`src/design/phs_pkg.sv`:
```
// shared types, constants and register codes for the pose history smoother
`timescale 1ns / 1ps

package phs_pkg;

  // pose component width used when the top level is not overridden
  localparam int VALUE_WIDTH_DEF = 24;

  // smoothing window and pose layout
  localparam int HIST_LEN  = 5;
  localparam int NUM_COMPS = 6;

  // configuration register widths
  localparam int WEIGHT_W   = 16;
  localparam int LIMIT_W    = 23;
  localparam int CFG_ADDR_W = 3;
  localparam int CFG_DATA_W = 23;

  // register reset values
  localparam logic [WEIGHT_W-1:0] W_OLDEST_RST = 16'd3277;
  localparam logic [WEIGHT_W-1:0] W_SECOND_RST = 16'd3277;
  localparam logic [WEIGHT_W-1:0] W_MIDDLE_RST = 16'd6554;
  localparam logic [WEIGHT_W-1:0] W_FOURTH_RST = 16'd19661;
  localparam logic [WEIGHT_W-1:0] W_NEWEST_RST = 16'd32768;
  localparam logic [LIMIT_W-1:0]  LIMIT_RST    = 23'd2621;

  // register indexes on the configuration port
  typedef enum logic [CFG_ADDR_W-1:0] {
    REG_W_OLDEST = 3'd0,
    REG_W_SECOND = 3'd1,
    REG_W_MIDDLE = 3'd2,
    REG_W_FOURTH = 3'd3,
    REG_W_NEWEST = 3'd4,
    REG_LIMIT    = 3'd5
  } reg_idx_t;

  // what happened to a beat
  typedef enum logic [1:0] {
    OUTCOME_PASS    = 2'd0,
    OUTCOME_SMOOTH  = 2'd1,
    OUTCOME_OUTLIER = 2'd2
  } outcome_t;

  // live configuration, weights oldest first
  typedef struct packed {
    logic [HIST_LEN-1:0][WEIGHT_W-1:0] weights;
    logic [LIMIT_W-1:0]                limit;
  } cfg_t;

  // history update request from the datapath
  typedef struct packed {
    logic commit;    // a sole detection leaves the input register
    logic in_bound;  // all six deviations under the limit
  } hist_ctrl_t;

endpackage

```
`src/design/phs_cfg.sv`:
```
// configuration registers: five window weights and the deviation limit
`timescale 1ns / 1ps

module phs_cfg (
  input  logic                              clk,
  input  logic                              rst_n,
  input  logic                              cfg_valid,
  input  logic                              cfg_ready,
  input  logic [phs_pkg::CFG_ADDR_W-1:0]    cfg_addr,
  input  logic [phs_pkg::CFG_DATA_W-1:0]    cfg_data,
  output phs_pkg::cfg_t                     cfg
);

  phs_pkg::cfg_t cfg_r;
  phs_pkg::cfg_t cfg_nxt;

  always_comb begin
    cfg_nxt = cfg_r;
    if (cfg_valid && cfg_ready) begin
      case (phs_pkg::reg_idx_t'(cfg_addr))
        phs_pkg::REG_W_OLDEST: cfg_nxt.weights[0] = cfg_data[phs_pkg::WEIGHT_W-1:0];
        phs_pkg::REG_W_SECOND: cfg_nxt.weights[1] = cfg_data[phs_pkg::WEIGHT_W-1:0];
        phs_pkg::REG_W_MIDDLE: cfg_nxt.weights[2] = cfg_data[phs_pkg::WEIGHT_W-1:0];
        phs_pkg::REG_W_FOURTH: cfg_nxt.weights[3] = cfg_data[phs_pkg::WEIGHT_W-1:0];
        phs_pkg::REG_W_NEWEST: cfg_nxt.weights[4] = cfg_data[phs_pkg::WEIGHT_W-1:0];
        phs_pkg::REG_LIMIT:    cfg_nxt.limit      = cfg_data[phs_pkg::LIMIT_W-1:0];
        default: ;
      endcase
    end
  end

  always_ff @(posedge clk) begin
    if (!rst_n) begin
      cfg_r.weights[0] <= phs_pkg::W_OLDEST_RST;
      cfg_r.weights[1] <= phs_pkg::W_SECOND_RST;
      cfg_r.weights[2] <= phs_pkg::W_MIDDLE_RST;
      cfg_r.weights[3] <= phs_pkg::W_FOURTH_RST;
      cfg_r.weights[4] <= phs_pkg::W_NEWEST_RST;
      cfg_r.limit      <= phs_pkg::LIMIT_RST;
    end else begin
      cfg_r <= cfg_nxt;
    end
  end

  assign cfg = cfg_r;

endmodule

```
`config.mk`:
```
export PLATFORM = sky130hd
export DESIGN_NAME = phs_cfg
export DESIGN_NICKNAME = d
export VERILOG_FILES = /design/src/design/phs_pkg.sv /design/src/design/phs_cfg.sv
export SDC_FILE = /design/constraint.sdc
export NUM_CORES = 1
export LEC_CHECK = 0
export BUFFER_PORTS_ARGS = -buffer_cell sky130_fd_sc_hd__buf_2
export CAP_MARGIN = 10
export CORE_MARGIN = 2
export CORE_UTILIZATION = 50
export DETAILED_ROUTE_END_ITERATION = 8
export PLACE_DENSITY_LB_ADDON = 0.12
export SYNTH_ARGS = -nofsm -noshare
export SYNTH_HDL_FRONTEND = slang
export SYNTH_SLANG_ARGS = --single-unit
```
`constraint.sdc`:
```
create_clock -name clk -period 1.7 [get_ports clk]
set_input_delay 0.17 -clock clk [delete_from_list [all_inputs] [get_ports clk]]
set_output_delay 0.17 -clock clk [all_outputs]
set_load 0.005 [all_outputs]
```
==> impl_metrics.env, run 1 <==
export IMPL_cts_root_buf="clkbuf_8"
export IMPL_yosysWarnings=0
export IMPL_post_cts_buffers=0
export IMPL_clk_latency_ns=0.36
export IMPL_yosysTopAreaCellShare_pct=52.5
export IMPL_drv_cap=0
export IMPL_worstMarginPinSlew_ns=0.749
export IMPL_fin_crit_sh_pct=67.6
export IMPL_grt_pass1_wl_mm=15.9
export IMPL_gp_congestion=0.772
export IMPL_finalHoldViolCount=0
export IMPL_dp_cells=618
export IMPL_htree_levels=3
export IMPL_std_cell_rows=32
export IMPL_grt_usage_pct=23.8
export IMPL_overflow=0
export IMPL_critPathArrivalTime_ns=1.45
export IMPL_worstHoldPathType="in -> reg"
export IMPL_path_clk_slew_ns=0.10
export IMPL_drv_slew=0
export IMPL_crit_path_max_fanout=9
export IMPL_final_common_cell="buf_2"
export IMPL_ios=133
export IMPL_ir_drop_uv=488
export IMPL_syn_num_nets=431
export IMPL_first_iter_violations=77
export IMPL_cts_tree="done"
export IMPL_chipWidth_um=92.7
export IMPL_reg2reg_depth=2
export IMPL_viasPerCell=5.09
export IMPL_fp_dieArea_um2=8590
export IMPL_core_region_area_um2=7690
export IMPL_avgSynthCellArea_um2=9.80
export IMPL_synth_distinct_cells=29
export IMPL_dr_pass1_iters=4
export IMPL_largest_reg_flops=103
export IMPL_synth_seq_cells=103
export IMPL_start_util_pct=51.1
export IMPL_clock_path_buffers=2
export IMPL_path_cells="buf_2 > and3b_1 > buf_4 > and2_1 > mux2i_1"
export IMPL_yosys_top_cells_area="dfxtp_1 52%, mux2i_1 21%, nand2_1 8.6%"
export IMPL_ant_nets=0
export IMPL_cts_inserted_buffers=9
export IMPL_synth_top_area_cell="dfxtp_1"
export IMPL_vias=3229
export IMPL_drive_gt1_share_pct=30.8
export IMPL_antenna_cells=0
export IMPL_syn_cell_area_um2=3930
export IMPL_cts_resized=0
export IMPL_cts_hold_fix_buffers=0
export IMPL_grt_setup_unrepaired="false"
export IMPL_critPathKind="in -> reg"
export IMPL_path_buf_inv=2
export IMPL_synth_seq_area_share_pct=52.5
export IMPL_hold_depth=3
export IMPL_wirelength_mm=9.81
export IMPL_syn_inst=401
export IMPL_cts_sinks=103
export IMPL_dpl_hpwl_mm=7.06
export IMPL_fin_worst_skew_ns=0
export IMPL_max_stage_delay_ns=0.38
export IMPL_drc=0
export IMPL_cp_depth=5
export IMPL_tns_ns=0
export IMPL_port_buffers=132
export IMPL_die_h_um=92.7
export IMPL_antenna_found_initial=0
export IMPL_startpoint_type="input port"
export IMPL_final_cell_mix="131 x buf_2, 103 x dfxtp_1, 90 x nand2_1"
export IMPL_slowest_stage="and3b_1"
export IMPL_crit_path_end_kind="flip-flop"
export IMPL_p_per_area_nw_per_um2=953
export IMPL_grt_pass1_vias=3170
export IMPL_syn_to_final_growth_pct=26.7
export IMPL_relSlewSlack_pct=50.1
export IMPL_setup_violations=0
export IMPL_critical_path_required_ns=2.00
export IMPL_status="completed"
export IMPL_wire_per_inst_um=15.5
export IMPL_cp_top_family="simple AND/OR/NAND/NOR gates"
export IMPL_grt_max_degree=103
export IMPL_fin_cells=634
export IMPL_fin_nets=557
export IMPL_period_needed_ns=1.15
export IMPL_fmax_mhz=870
export IMPL_power_leakage_nw=2.51
[routing by layer]
metal  part of all wire [%]  vias up  track usage [%]
li1                       -     1576                -
met1                     45     1526             31.4
met2                     46      112             37.5
met3                    6.7       15             5.53
met4                    1.9        0             10.3
met5                      0        -                0
[stage by stage]
| step | hold slack (ns) | util [%] | instance area [µm²] | power, mW | setup WS, ns |
|---|---|---|---|---|---|
| after floorplan | 0.312 | - | 3930 | 2.69 | 0.448 |
| after global placement | 0.421 | 61.3 | 4710 | 2.82 | 0.236 |
| after detailed placement | 0.429 | 61.3 | 4710 | 2.82 | 0.190 |
| after CTS | 0.0350 | 64.8 | 4980 | 4.79 | 0.563 |
| after global routing | 0.0436 | 64.8 | 4980 | 4.92 | 0.444 |
| final | 0.0475 | 64.8 | 4980 | 4.75 | 0.550 |
[cells in the mapped netlist]
master	instances
and3b_1	1
nand3b_1	1
or2_1	1
a211o_1	3
nor2b_1	9
nor4_2	1
nand3_1	8
or3_1	1
nor2_1	18
nand3_2	1
buf_2	11
dfxtp_1	103
inv_1	17
mux2i_1	84
o31ai_1	1
and2_1	1
o21ai_0	7
o211ai_1	16
buf_6	1
nand2_2	1
nor3_1	1
nand2b_1	1
and4b_1	3
nor3_4	1
nor2_2	1
nand2_1	90
buf_4	2
clkbuf_1	15
o41ai_1	1
[cell families after synthesis]
group                  Yosys count  synth area share, %
and+or+nand+nor                140                 16.0
DFF                            103                 52.5
muxes                           84                 21.4
buffers and inverters           46                 5.12
AOI/OAI and AO/OA               28                 5.03
[worst paths after layout]
check	start	end	slack [ns]
setup / recovery	cfg_addr[2]	cfg[24]	0.55
hold reg to reg	cfg[17]	cfg[17]	0.46
setup reg to reg	cfg[59]	cfg[59]	1.01
hold / removal	cfg_data[22]	cfg[22]	0.05
[cell type report]
type / instances / area [µm²]
sequential: 103 / 2060
inverter: 17 / 63.8
timing repair buffer: 144 / 791
tap: 102 / 128
multi-input combinational: 252 / 1670
clock buffer: 11 / 141
clock inverter: 5 / 129
fill: 683 / 2710
[worst reg2reg max path: stages (launching register included)]
cell,delay (ns)
dfxtp_1,0.33
o41ai_1,0.08
o211ai_1,0.15
[where the power goes]
part           switching (mW)  leakage, nW  total, mW  internal [mW]
Sequential             0.0183        0.833       2.46           2.45
Combinational           0.188         1.54      0.303          0.115
Clock                   0.812        0.134       1.98           1.17
Total                    1.02         2.51       4.75           3.73
Power figures use the tool's default switching activity.
==> run 2, diff against run 1 <==
Settings changed: CORE_UTILIZATION 50 to 45.
Clock period 1.7 ns to 0.9 ns, I/O delays scaled along.
==> run 2 against run 1 <==
  * The run now ends with setup timing left
  * Utilization increased by 2.6 points
  * Routed wire length increased by 10%
  * Sequential cell count unchanged
  * Critical path depth decreased by 4
  * Cell area increased by 16%
  * First-iteration DRC count increased by 9.1%
  * Die area increased by 11%
  * Final cell count increased by 7.4%
  * Power increased by 89%
  * Critical endpoint is now cfg[59]
  * Largest cell class unchanged
==> impl_metrics.env, run 2 (synthesis results as in run 1) <==
export IMPL_antenna_cells=0
export IMPL_grt_pass1_wl_mm=17.3
export IMPL_fin_nets=598
export IMPL_status="finished, violations left"
export IMPL_wirelength_mm=10.8
export IMPL_violations="setup timing"
export IMPL_power_leakage_nw=2.83
export IMPL_tns_ns=-0.149
export IMPL_startpoint_type="flip-flop"
export IMPL_critPathKind="reg -> out"
export IMPL_first_iter_violations=84
export IMPL_std_cell_rows=34
export IMPL_gp_congestion=0.795
export IMPL_cp_depth=1
export IMPL_crit_path_max_fanout=2
export IMPL_fmax_mhz=1090
export IMPL_cts_root_buf="clkbuf_8"
export IMPL_reg2reg_depth=4
export IMPL_die_h_um=97.5
export IMPL_vias=3389
export IMPL_htree_levels=3
export IMPL_final_common_cell="dfxtp_2"
export IMPL_cts_inserted_buffers=9
export IMPL_drv_slew=0
export IMPL_critical_path_required_ns=0.81
export IMPL_clock_path_buffers=2
export IMPL_finalHoldViolCount=0
export IMPL_hold_end="cfg[5]"
export IMPL_antenna_found_initial=0
export IMPL_critPathArrivalTime_ns=0.82
export IMPL_dr_pass1_iters=4
export IMPL_path_buf_inv=1
export IMPL_cp_top_family="flip-flops"
export IMPL_path_cells="buf_2"
export IMPL_port_buffers=132
export IMPL_ir_drop_uv=1020
export IMPL_crit_path_end_kind="output port"
export IMPL_cts_tree="done"
export IMPL_worstMarginPinSlew_ns=0.266
export IMPL_ios=133
export IMPL_r2r_slack_ns=0.03
export IMPL_layout_setup_ws_ns=-0.0140
export IMPL_clk_latency_ns=0.36
export IMPL_final_cell_mix="103 x dfxtp_2, 95 x buf_2, 90 x nand2_1"
export IMPL_hold_depth=3
export IMPL_grt_pass1_vias=3318
export IMPL_wire_per_inst_um=15.8
export IMPL_fp_dieArea_um2=9500
export IMPL_core_region_area_um2=8590
export IMPL_overflow=0
export IMPL_regToRegStartpoint="cfg[102]"
export IMPL_setup_violations=31
export IMPL_ant_nets=0
export IMPL_start_util_pct=45.7
export IMPL_chipWidth_um=97.5
export IMPL_relSlewSlack_pct=82.0
export IMPL_worstHoldPathType="in -> reg"
export IMPL_largest_reg_flops=103
export IMPL_fin_worst_skew_ns=0
export IMPL_grt_max_degree=26
export IMPL_r2r_end="cfg[102]"
export IMPL_syn_to_final_growth_pct=47.4
export IMPL_drc=0
export IMPL_slowest_stage="dfxtp_2"
export IMPL_fin_crit_sh_pct=102
export IMPL_p_per_area_nw_per_um2=1550
export IMPL_max_stage_delay_ns=0.35
export IMPL_drv_cap=0
export IMPL_drive_gt1_share_pct=53.4
export IMPL_hold_slack_ns=0.0105
export IMPL_min_from="cfg_data[5]"
export IMPL_cts_sinks=103
export IMPL_grt_setup_unrepaired="true"
export IMPL_dpl_hpwl_mm=7.62
export IMPL_path_clk_slew_ns=0.10
export IMPL_grt_usage_pct=22.7
export IMPL_period_needed_ns=0.914
export IMPL_viasPerCell=4.98
run 2: cell types whose count changed in the layout (fill, tap and decap cells not counted), moves of 8 or more:
cell / change
buf_2: -36
buf_4: +25
dfxtp_2: +103
buf_6: +36
dfxtp_1: -103
buf_12: +8
dlygate4sd3_1: +8
run 2: report_power, final:
group	switching [mW]	internal [mW]
clock network	1.58	1.93
registers	0.0411	4.63
logic	0.404	0.371
run 2: metal layers:
metal  up-vias  GRT usage [%]  wire length [µm]
met5         -              0                 0
met1      1622           30.8              4910
met4         0           6.94               124
met3        11           5.25               582
met2        90           36.2              5170
li1       1666              -                 -
run 2: worst max path at each step:
stage | startpoint | end | slack (ns)
finish | cfg[59] | cfg[59] | -0.01
global route | cfg[63] | cfg[63] | -0.05
CTS | cfg[34] | cfg[34] | -0.02
detailed placement | cfg_addr[2] | cfg[95] | -0.26
global placement | cfg_addr[2] | cfg[100] | -0.24
floorplan | cfg_addr[1] | cfg[48] | -0.25
run 2: through the flow:
stage | std cells | power [mW] | util (%) | cell area, µm² | setup slack [ns]
final | 681 | 8.96 | 67.4 | 5800 | -0.0140
after global routing | 681 | 9.28 | 67.4 | 5800 | -0.0541
after CTS | 675 | 8.98 | 65.2 | 5600 | -0.0239
after detailed placement | 647 | 5.47 | 58.6 | 5040 | -0.258
after global placement | 647 | 5.46 | 58.6 | 5040 | -0.241
after floorplan | 401 | 5.12 | - | 4070 | -0.254
run 2: area by class of cell:
| class | count | area (µm²) |
|---|---|---|
| clock inverter | 5 | 104 |
| tap | 108 | 135 |
| inverter | 17 | 63.8 |
| fill | 728 | 2800 |
| clock buffer | 11 | 141 |
| multi-input combinational | 252 | 1720 |
| timing repair buffer | 185 | 1440 |
| sequential | 103 | 2190 |
run 2: what timing repair did:
item	4_1_cts	5_1_grt
gates resized for setup	111	29
hold buffers	8	0
pin swaps	0	1
setup endpoints to repair	100	103
hold endpoints to repair	8	0
buffers inserted	4	6
gates cloned	0	0
