$ cat config.mk
export PLATFORM = sky130hd
export DESIGN_NAME = phs_history
export DESIGN_NICKNAME = d
export VERILOG_FILES = /design/src/design/phs_pkg.sv /design/src/design/phs_history.sv
export SDC_FILE = /design/constraint.sdc
export NUM_CORES = 1
export LEC_CHECK = 0
export BUFFER_PORTS_ARGS = -buffer_cell sky130_fd_sc_hd__buf_2
export CORE_AREA = 5 5 337 339
export CTS_BUF_LIST = sky130_fd_sc_hd__clkbuf_8
export DETAILED_ROUTE_END_ITERATION = 16
export DIE_AREA = 0 0 342 344
export PLACE_DENSITY = 0.48
export SLEW_MARGIN = 15
export SYNTH_ARGS = -nofsm -noshare
export SYNTH_HDL_FRONTEND = slang
export SYNTH_SLANG_ARGS = --single-unit
$ cat constraint.sdc
create_clock -name clk -period 1.55 [get_ports clk]
set_clock_uncertainty 0.15 [all_clocks]
set_input_delay 0 -clock clk [delete_from_list [all_inputs] [get_ports clk]]
set_output_delay 0 -clock clk [all_outputs]
set_load 0.01 [all_outputs]
$ cat src/design/phs_pkg.sv
// shared types, constants and register codes for the pose history smoother
`timescale 1ns / 1ps

package phs_pkg;

  // pose component width used when the top level is not overridden
  localparam int VALUE_WIDTH_DEF = 24;

  // smoothing window and pose layout
  localparam int HIST_LEN  = 5;
  localparam int NUM_COMPS = 6;

  // configuration register widths
  localparam int WEIGHT_W   = 16;
  localparam int LIMIT_W    = 23;
  localparam int CFG_ADDR_W = 3;
  localparam int CFG_DATA_W = 23;

  // register reset values
  localparam logic [WEIGHT_W-1:0] W_OLDEST_RST = 16'd3277;
  localparam logic [WEIGHT_W-1:0] W_SECOND_RST = 16'd3277;
  localparam logic [WEIGHT_W-1:0] W_MIDDLE_RST = 16'd6554;
  localparam logic [WEIGHT_W-1:0] W_FOURTH_RST = 16'd19661;
  localparam logic [WEIGHT_W-1:0] W_NEWEST_RST = 16'd32768;
  localparam logic [LIMIT_W-1:0]  LIMIT_RST    = 23'd2621;

  // register indexes on the configuration port
  typedef enum logic [CFG_ADDR_W-1:0] {
    REG_W_OLDEST = 3'd0,
    REG_W_SECOND = 3'd1,
    REG_W_MIDDLE = 3'd2,
    REG_W_FOURTH = 3'd3,
    REG_W_NEWEST = 3'd4,
    REG_LIMIT    = 3'd5
  } reg_idx_t;

  // what happened to a beat
  typedef enum logic [1:0] {
    OUTCOME_PASS    = 2'd0,
    OUTCOME_SMOOTH  = 2'd1,
    OUTCOME_OUTLIER = 2'd2
  } outcome_t;

  // live configuration, weights oldest first
  typedef struct packed {
    logic [HIST_LEN-1:0][WEIGHT_W-1:0] weights;
    logic [LIMIT_W-1:0]                limit;
  } cfg_t;

  // history update request from the datapath
  typedef struct packed {
    logic commit;    // a sole detection leaves the input register
    logic in_bound;  // all six deviations under the limit
  } hist_ctrl_t;

endpackage

$ cat src/design/phs_history.sv
// raw pose history: five entries of six components and the full flag
`timescale 1ns / 1ps

module phs_history #(
  parameter int VALUE_WIDTH = phs_pkg::VALUE_WIDTH_DEF
) (
  input  logic                                                 clk,
  input  logic                                                 rst_n,
  input  phs_pkg::hist_ctrl_t                                  ctl,
  input  logic [phs_pkg::NUM_COMPS-1:0][VALUE_WIDTH-1:0]       sample,
  output logic [phs_pkg::HIST_LEN-1:0][phs_pkg::NUM_COMPS-1:0][VALUE_WIDTH-1:0] window
);

  logic [phs_pkg::HIST_LEN-1:0][phs_pkg::NUM_COMPS-1:0][VALUE_WIDTH-1:0] hist_r;
  logic full_r;
  logic full_nxt;

  // window after the push: shifted history, or the sample everywhere when empty
  for (genvar e = 0; e < phs_pkg::HIST_LEN; e++) begin : g_win
    if (e < phs_pkg::HIST_LEN - 1) begin : g_old
      assign window[e] = full_r ? hist_r[e+1] : sample;
    end else begin : g_new
      assign window[e] = sample;
    end
  end

  // entries hold data only while full is set
  always_ff @(posedge clk) begin
    if (ctl.commit) begin
      hist_r <= window;
    end
  end

  // an outlier empties the history
  assign full_nxt = ctl.commit ? ctl.in_bound : full_r;

  always_ff @(posedge clk) begin
    if (!rst_n) begin
      full_r <= 1'b0;
    end else begin
      full_r <= full_nxt;
    end
  end

`ifndef NO_ASSERTIONS
  a_outlier_empties: assert property (@(posedge clk) disable iff (!rst_n)
    (ctl.commit && !ctl.in_bound) |=> !full_r)
    else $error("history still full after an outlier");

  a_smooth_fills: assert property (@(posedge clk) disable iff (!rst_n)
    (ctl.commit && ctl.in_bound) |=> full_r)
    else $error("history not full after a smoothed beat");

  a_empty_window: assert property (@(posedge clk) disable iff (!rst_n)
    !full_r |-> (window[0] === sample && window[phs_pkg::HIST_LEN-1] === sample))
    else $error("empty history does not present the sample");

  a_idle_holds: assert property (@(posedge clk) disable iff (!rst_n)
    !ctl.commit |=> $stable(full_r))
    else $error("full flag moved without a commit");
`endif

endmodule

==> results of run 1 <==
-- metrics by stage --
step | power (uW) | util, %
4_1_cts | 40200 | 34.1
5_1_grt | 41700 | 34.8
3_3_place_gp | 25300 | 27.9
6_report | 39700 | 34.8
3_5_place_dp | 25300 | 27.9
2_1_floorplan | 22000 | -
-- final cells by class --
cell class	instances	area share (%)
Timing Repair Buffer	1411	28.1
Tap cell	1488	4.86
Sequential cell	577	45.2
Clock buffer	104	3.74
Clock inverter	70	0.980
Antenna cell	1	0.00653
Multi-Input combinational cell	1298	17.1
-- cell families (layout without fill, tap and decap cells) --
family | after synthesis | count (layout) | share of synthesized area (%)
and+or+nand+nor | 1297 | 1297 | 22.6
other | 0 | 1 | 0
muxes | 1 | 1 | 0.0404
buffers and inverters | 224 | 1585 | 7.50
DFF | 577 | 577 | 69.8
-- routing by layer --
layer	wire length [um]	up-vias	GRT usage [%]	share of wire, %
li1	-	9459	-	-
met1	35600	9138	16.6	40
met2	42000	707	23.5	48
met3	7810	144	5.03	8.9
met4	2650	0	5.02	3.0
met5	0	-	0	0
-- repair_timing --
action                                 in CTS  in global routing
gates resized for setup                   333                123
endpoints found under the hold margin    1153                  0
pin swaps                                  44                 11
cloned                                     10                  5
hold buffers                              291                  0
setup endpoints to repair                 781                934
buffers inserted                           48                 17
-- synthesized netlist by cell type, drive strengths merged --
cell type	number	share of area, %
nor2b	1	0.025
nand2b	144	5.1
nand2	1152	17
buf	213	7.3
edfxtp	576	70
clkbuf	11	0.18
mux2i	1	0.040
dfxtp	1	0.081
-- power by group --
part / leakage (uW) / internal [uW] / switching [uW]
Clock: 0.00106 / 6540 / 6530
Sequential: 0.00568 / 18600 / 300
Combinational: 0.0103 / 3410 / 4320
Total: 0.0170 / 28600 / 11100
-- registers in the layout (all words and copies together) (netlist names) --
| signal | cells |
|---|---|
| full_r | 1 |
| hist_r | 576 |
-- worst max-delay path by stage --
| stage | cells past startpoint | end | slack (ns) |
|---|---|---|---|
| 6_report | 11 | hist_r[211]$_DFFE_PP_ | -0.76 |
| 2_1_floorplan | 5 | hist_r[248]$_DFFE_PP_ | 0.14 |
| 5_1_grt | 7 | window[95] | -0.88 |
| 3_5_place_dp | 4 | hist_r[311]$_DFFE_PP_ | -0.1 |
| 4_1_cts | 6 | window[23] | -0.89 |
| 3_3_place_gp | 4 | hist_r[211]$_DFFE_PP_ | -0.04 |
==> impl_metrics.yaml, run 1 <==
placed_design:
  place_congestion: 0.814
  place_area_um2: 30800
  port_buffers: 867
  dp_slack_ns: -0.0975
  dp.cells: 4404
  hpwl_mm: 63.0
synth:
  yosysUniqueCellTypes: 13
  synth_seq_cells: 577
  netlist_instances: 2099
  yosys_warnings: 0
  synth_seq_area_share_pct: 69.8
  syn_nets: 2247
  syn_area_um2: 24800
  avgSynthCellArea_um2: 11.8
floorplan:
  pin_count: 868
  die_y_um: 344
  die_w_um: 342
  start_util_pct: 22.5
  dieArea_um2: 118000
  core-area_um2: 110000
  num_rows: 122
setup_path:
  cp_slowest_cell: "dfxtp_4"
  criticalPathCategory: "flip-flop to flip-flop"
  rrSetupSlack_ns: -0.76
  worst-path-buf-inv: 9
  critical_path.cell_chain: "buf_12 -> buf_16 -> buf_16 -> nand2b_4 -> nand2_2 -> buf_4 -> buf_4 -> buf_4 -> buf_4 -> buf_4 -> buf_4"
  required_ns: 1.89
  start_kind: "flip-flop"
  end_kind: "flip-flop"
  cpMostUsedCell: "buf_4"
  worstPathArrival_ns: 2.65
  critPathMaxFanout: 8
  crit_family: "buffers and inverters"
  critPathLaunch: "full_r$_SDFFE_PN0P_"
  r2r_start: "full_r$_SDFFE_PN0P_"
  max_stage_delay_ns: 0.44
  reg2reg_depth: 11
  r2r-end: "hist_r[211]$_DFFE_PP_"
sta:
  fin_tns_setup_ns: -355.19
  hold_violations: 0
  timing.final.crit_period_ns: 2.31
  timing.hold.ws_ns: 0.0677
  worstMarginPinSlew_ns: 0.529
  max_freq_ghz: 0.432
  finalCritPeriodShare_pct: 149
  relSlewSlack_pct: 64.8
  grt_setup_unrepaired: "true"
  report.final.slew_viol_count: 0
  fin_ws_ns: -0.765
  setup_viol: 711
drt:
  post_drt_via_cell_ratio: 3.93
  ant_nets: 0
  dr_total_vias: 19400
  post-route-drc-count: 0
  wirelength_mm: 88.0
  drtIter0Drc: 872
  first_pass_iters: 5
  routedWlPerCell_um: 17.8
final_layout:
  syn_to_final_growth_pct: 54.5
  layoutNonFillerInstCount: 4949
  seqCellArea_um2: 17300
  layout_common_cells: "1040 x nand2_1, 765 x buf_2, 576 x edfxtp_1, 291 x dlygate4sd3_1, 171 x buf_4"
  layout-drive-gt1-share_pct: 42.7
  layout_commonest_cell: "nand2_1"
  final_net_count: 3540
  fin_area_um2: 38300
  multiInputGateArea_um2: 6540
  n_fill_cell: 11000
clock_tree:
  cts_tree: "built"
  numCtsBuffers: 104
  cts-root-buf: "clkbuf_8"
  clock-sinks: 577
  path_clk_slew_ns: 0.07
  clk_latency_ns: 0.74
  clockBufferDepth: 3
  htreeDepth: 3
power:
  irDropWorstVdd_v: 0.000654
  power_density_nw_per_um2: 1040
  p_leak_uw: 0.0170
outcome:
  failed_checks: "setup timing"
  status: "complete, but fails checks"
min_path:
  holdPathStages: 2
  hold_end: "window[581]"
  min_from: "sample[5]"
  min_path_type: "primary input to output pin"
global_route:
  grt_max_degree: 88
  grt-ovfl-total: 0
  grt_pass1_wl_mm: 125
  grt_usage_pct: 14.0
  antenna_found_initial: 2
  first_global_vias: 19300
run:
  maxCapViolations: 0
No activity file was read; power rests on OpenSTA's default activity.
==> run 2: changes to the inputs <==
Settings changed: CELL_PAD_IN_SITES_DETAIL_PLACEMENT set to 1, CELL_PAD_IN_SITES_GLOBAL_PLACEMENT set to 1, CORE_AREA 5 5 337 339 to 5 5 331 333, DIE_AREA 0 0 342 344 to 0 0 336 338, PLACE_DENSITY 0.48 to 0.59.
==> run 2 against run 1 <==
- the run still ends with setup timing left
- sequential cell count stayed put
- first-iteration DRC count is 7.7% higher
- power is 2.9% higher
- critical path type is now flip-flop to output pin
- via count is 5.2% higher
==> impl_metrics.yaml, run 2 (synthesis gave the netlist of run 1 again) <==
outcome:
  status: "complete, but fails checks"
  failed_checks: "setup timing"
power:
  power_switching_uw: 11700
  p_seq_share_pct: 46.5
  power_density_nw_per_um2: 1010
  swShare_pct: 28.7
  p_leak_uw: 0.0179
  power_frac_clock_pct: 32.3
  power_frac_comb_pct: 21.2
  p_int_uw: 29100
  irDropWorstVdd_v: 0.000680
drt:
  drtIter0Drc: 939
  routedWlPerCell_um: 20.3
  wirelength_mm: 99.6
  ant_nets: 0
  post_drt_via_cell_ratio: 4.16
  first_pass_iters: 5
  dr_total_vias: 20500
  post-route-drc-count: 0
final_layout:
  reg_top3: "hist_r x576, full_r x1"
  top_register: "hist_r"
  n_fill_cell: 11700
  layout-drive-gt1-share_pct: 47.3
  final_core_utilization_pct: 37.9
  layout_common_cells: "900 x nand2_1, 666 x buf_2, 576 x edfxtp_1, 292 x dlygate4sd3_1, 241 x buf_6"
  final_net_count: 3579
  layout_commonest_cell: "nand2_1"
  syn_to_final_growth_pct: 62.6
  largest_reg_flops: 576
floorplan:
  die_w_um: 336
  dieArea_um2: 114000
  pin_count: 868
  num_rows: 120
  core-area_um2: 106000
  die_y_um: 338
  start_util_pct: 23.3
setup_path:
  required_ns: 1.40
  r2r-end: "hist_r[398]$_DFFE_PP_"
  critPathLaunch: "full_r$_SDFFE_PN0P_"
  start_kind: "flip-flop"
  criticalPathCategory: "flip-flop to output pin"
  end_kind: "output pin"
  crit_end: "window[150]"
  rrSetupSlack_ns: -0.30
  worstPathArrival_ns: 2.14
  critPathMaxFanout: 12
  r2r_start: "full_r$_SDFFE_PN0P_"
  reg2reg_depth: 9
clock_tree:
  cts-root-buf: "clkbuf_8"
  cts_tree: "built"
  clock-sinks: 577
  numCtsBuffers: 106
  clockBufferDepth: 3
  clk_latency_ns: 0.72
  path_clk_slew_ns: 0.05
  htreeDepth: 3
sta:
  setup_viol: 725
  timing.final.crit_period_ns: 2.29
  hold_violations: 0
  finalCritPeriodShare_pct: 148
  relSlewSlack_pct: 70.5
  grt_setup_unrepaired: "true"
  worstMarginPinSlew_ns: 0.442
  max_freq_ghz: 0.437
  report.final.slew_viol_count: 0
  fin_ws_ns: -0.737
placed_design:
  hpwl_mm: 65.2
  place_congestion: 0.828
  port_buffers: 867
  dp_slack_ns: -0.0987
run:
  maxCapViolations: 0
global_route:
  grt-ovfl-total: 0
  grt_max_degree: 52
  antenna_found_initial: 4
  grt_usage_pct: 14.9
  first_global_vias: 20500
  grt_pass1_wl_mm: 129
min_path:
  min_path_type: "primary input to output pin"
run 2: changes by cell type in the layout (fill, tap and decap cells not counted), sizes merged:
cell and delta:
buf +20, bufbuf -2, bufinv -1, clkbuf +22, clkinvlp +1, diode +2
dlygate4sd3 +1, inv +4
run 2: worst min path at each step:
stage,from,end,slack (ns),depth (start not counted)
2_1_floorplan,sample[0],window[576],-0.06,1
4_1_cts,sample[84],hist_r[228]$_DFFE_PP_,-0.01,4
3_3_place_gp,sample[79],hist_r[655]$_DFFE_PP_,0.06,1
3_5_place_dp,sample[32],hist_r[608]$_DFFE_PP_,0.06,1
5_1_grt,sample[12],hist_r[300]$_DFFE_PP_,0.01,4
6_report,sample[82],window[658],0.06,2
run 2: layout make-up:
cell class                 instances  area (um2)  area share (%)
tap                             1403        1760            4.36
clock buffer                     108        1490            3.69
multi-input combinational       1298        7330            18.2
clock inverter                    74         360           0.894
antenna                            3        7.51          0.0186
timing repair buffer            1448       12000            29.9
sequential                       577       17300            43.0
run 2: critical path, cell delays in order, from the launching register on:
cell and delay (ns):
dfxtp_4 0.38, buf_12 0.15, buf_16 0.15, buf_16 0.17
buf_4 0.13, nand2b_4 0.16, nand2_2 0.09, buf_2 0.14
run 2: power by group through the flow:
stage / clock network (uW) / logic, uW / registers, uW
after floorplan: 0 / 2850 / 19100
after global placement: 0 / 6120 / 19200
after detailed placement: 0 / 6170 / 19200
after CTS: 13700 / 7060 / 18900
after global routing: 14400 / 9240 / 19100
final: 13200 / 8670 / 19000
run 2: per-layer routing:
| layer | share of wire, % | track usage (%) | wire length [um] | vias to the layer above |
|---|---|---|---|---|
| met5 | 0 | 0 | 0 | - |
| met4 | 3.5 | 5.70 | 3440 | 0 |
| met3 | 7.2 | 5.12 | 7200 | 177 |
| met2 | 51 | 26.3 | 50500 | 690 |
| met1 | 39 | 16.6 | 38500 | 10000 |
| li1 | - | - | - | 9541 |
run 2: repair_timing:
action	in CTS	in global routing
buffers inserted	8	71
hold buffers	292	0
gates resized for setup	132	754
endpoints found under the setup margin	786	921
gates cloned	2	30
pin swaps	3	64
endpoints found under the hold margin	1153	0
run 2: per-stage QoR:
stage	hold slack [ns]	area, um2	cells	total power, uW	setup TNS, ns
after global placement	0.0552	30700	4325	25300	-3.45
after detailed placement	0.0567	30700	4325	25400	-7.17
after CTS	-0.0105	36200	4809	39700	-433.89
after floorplan	-0.0582	24800	2099	22000	0
final	0.0557	40300	4911	40800	-359.36
after global routing	0.0102	40300	4910	42700	-464.41
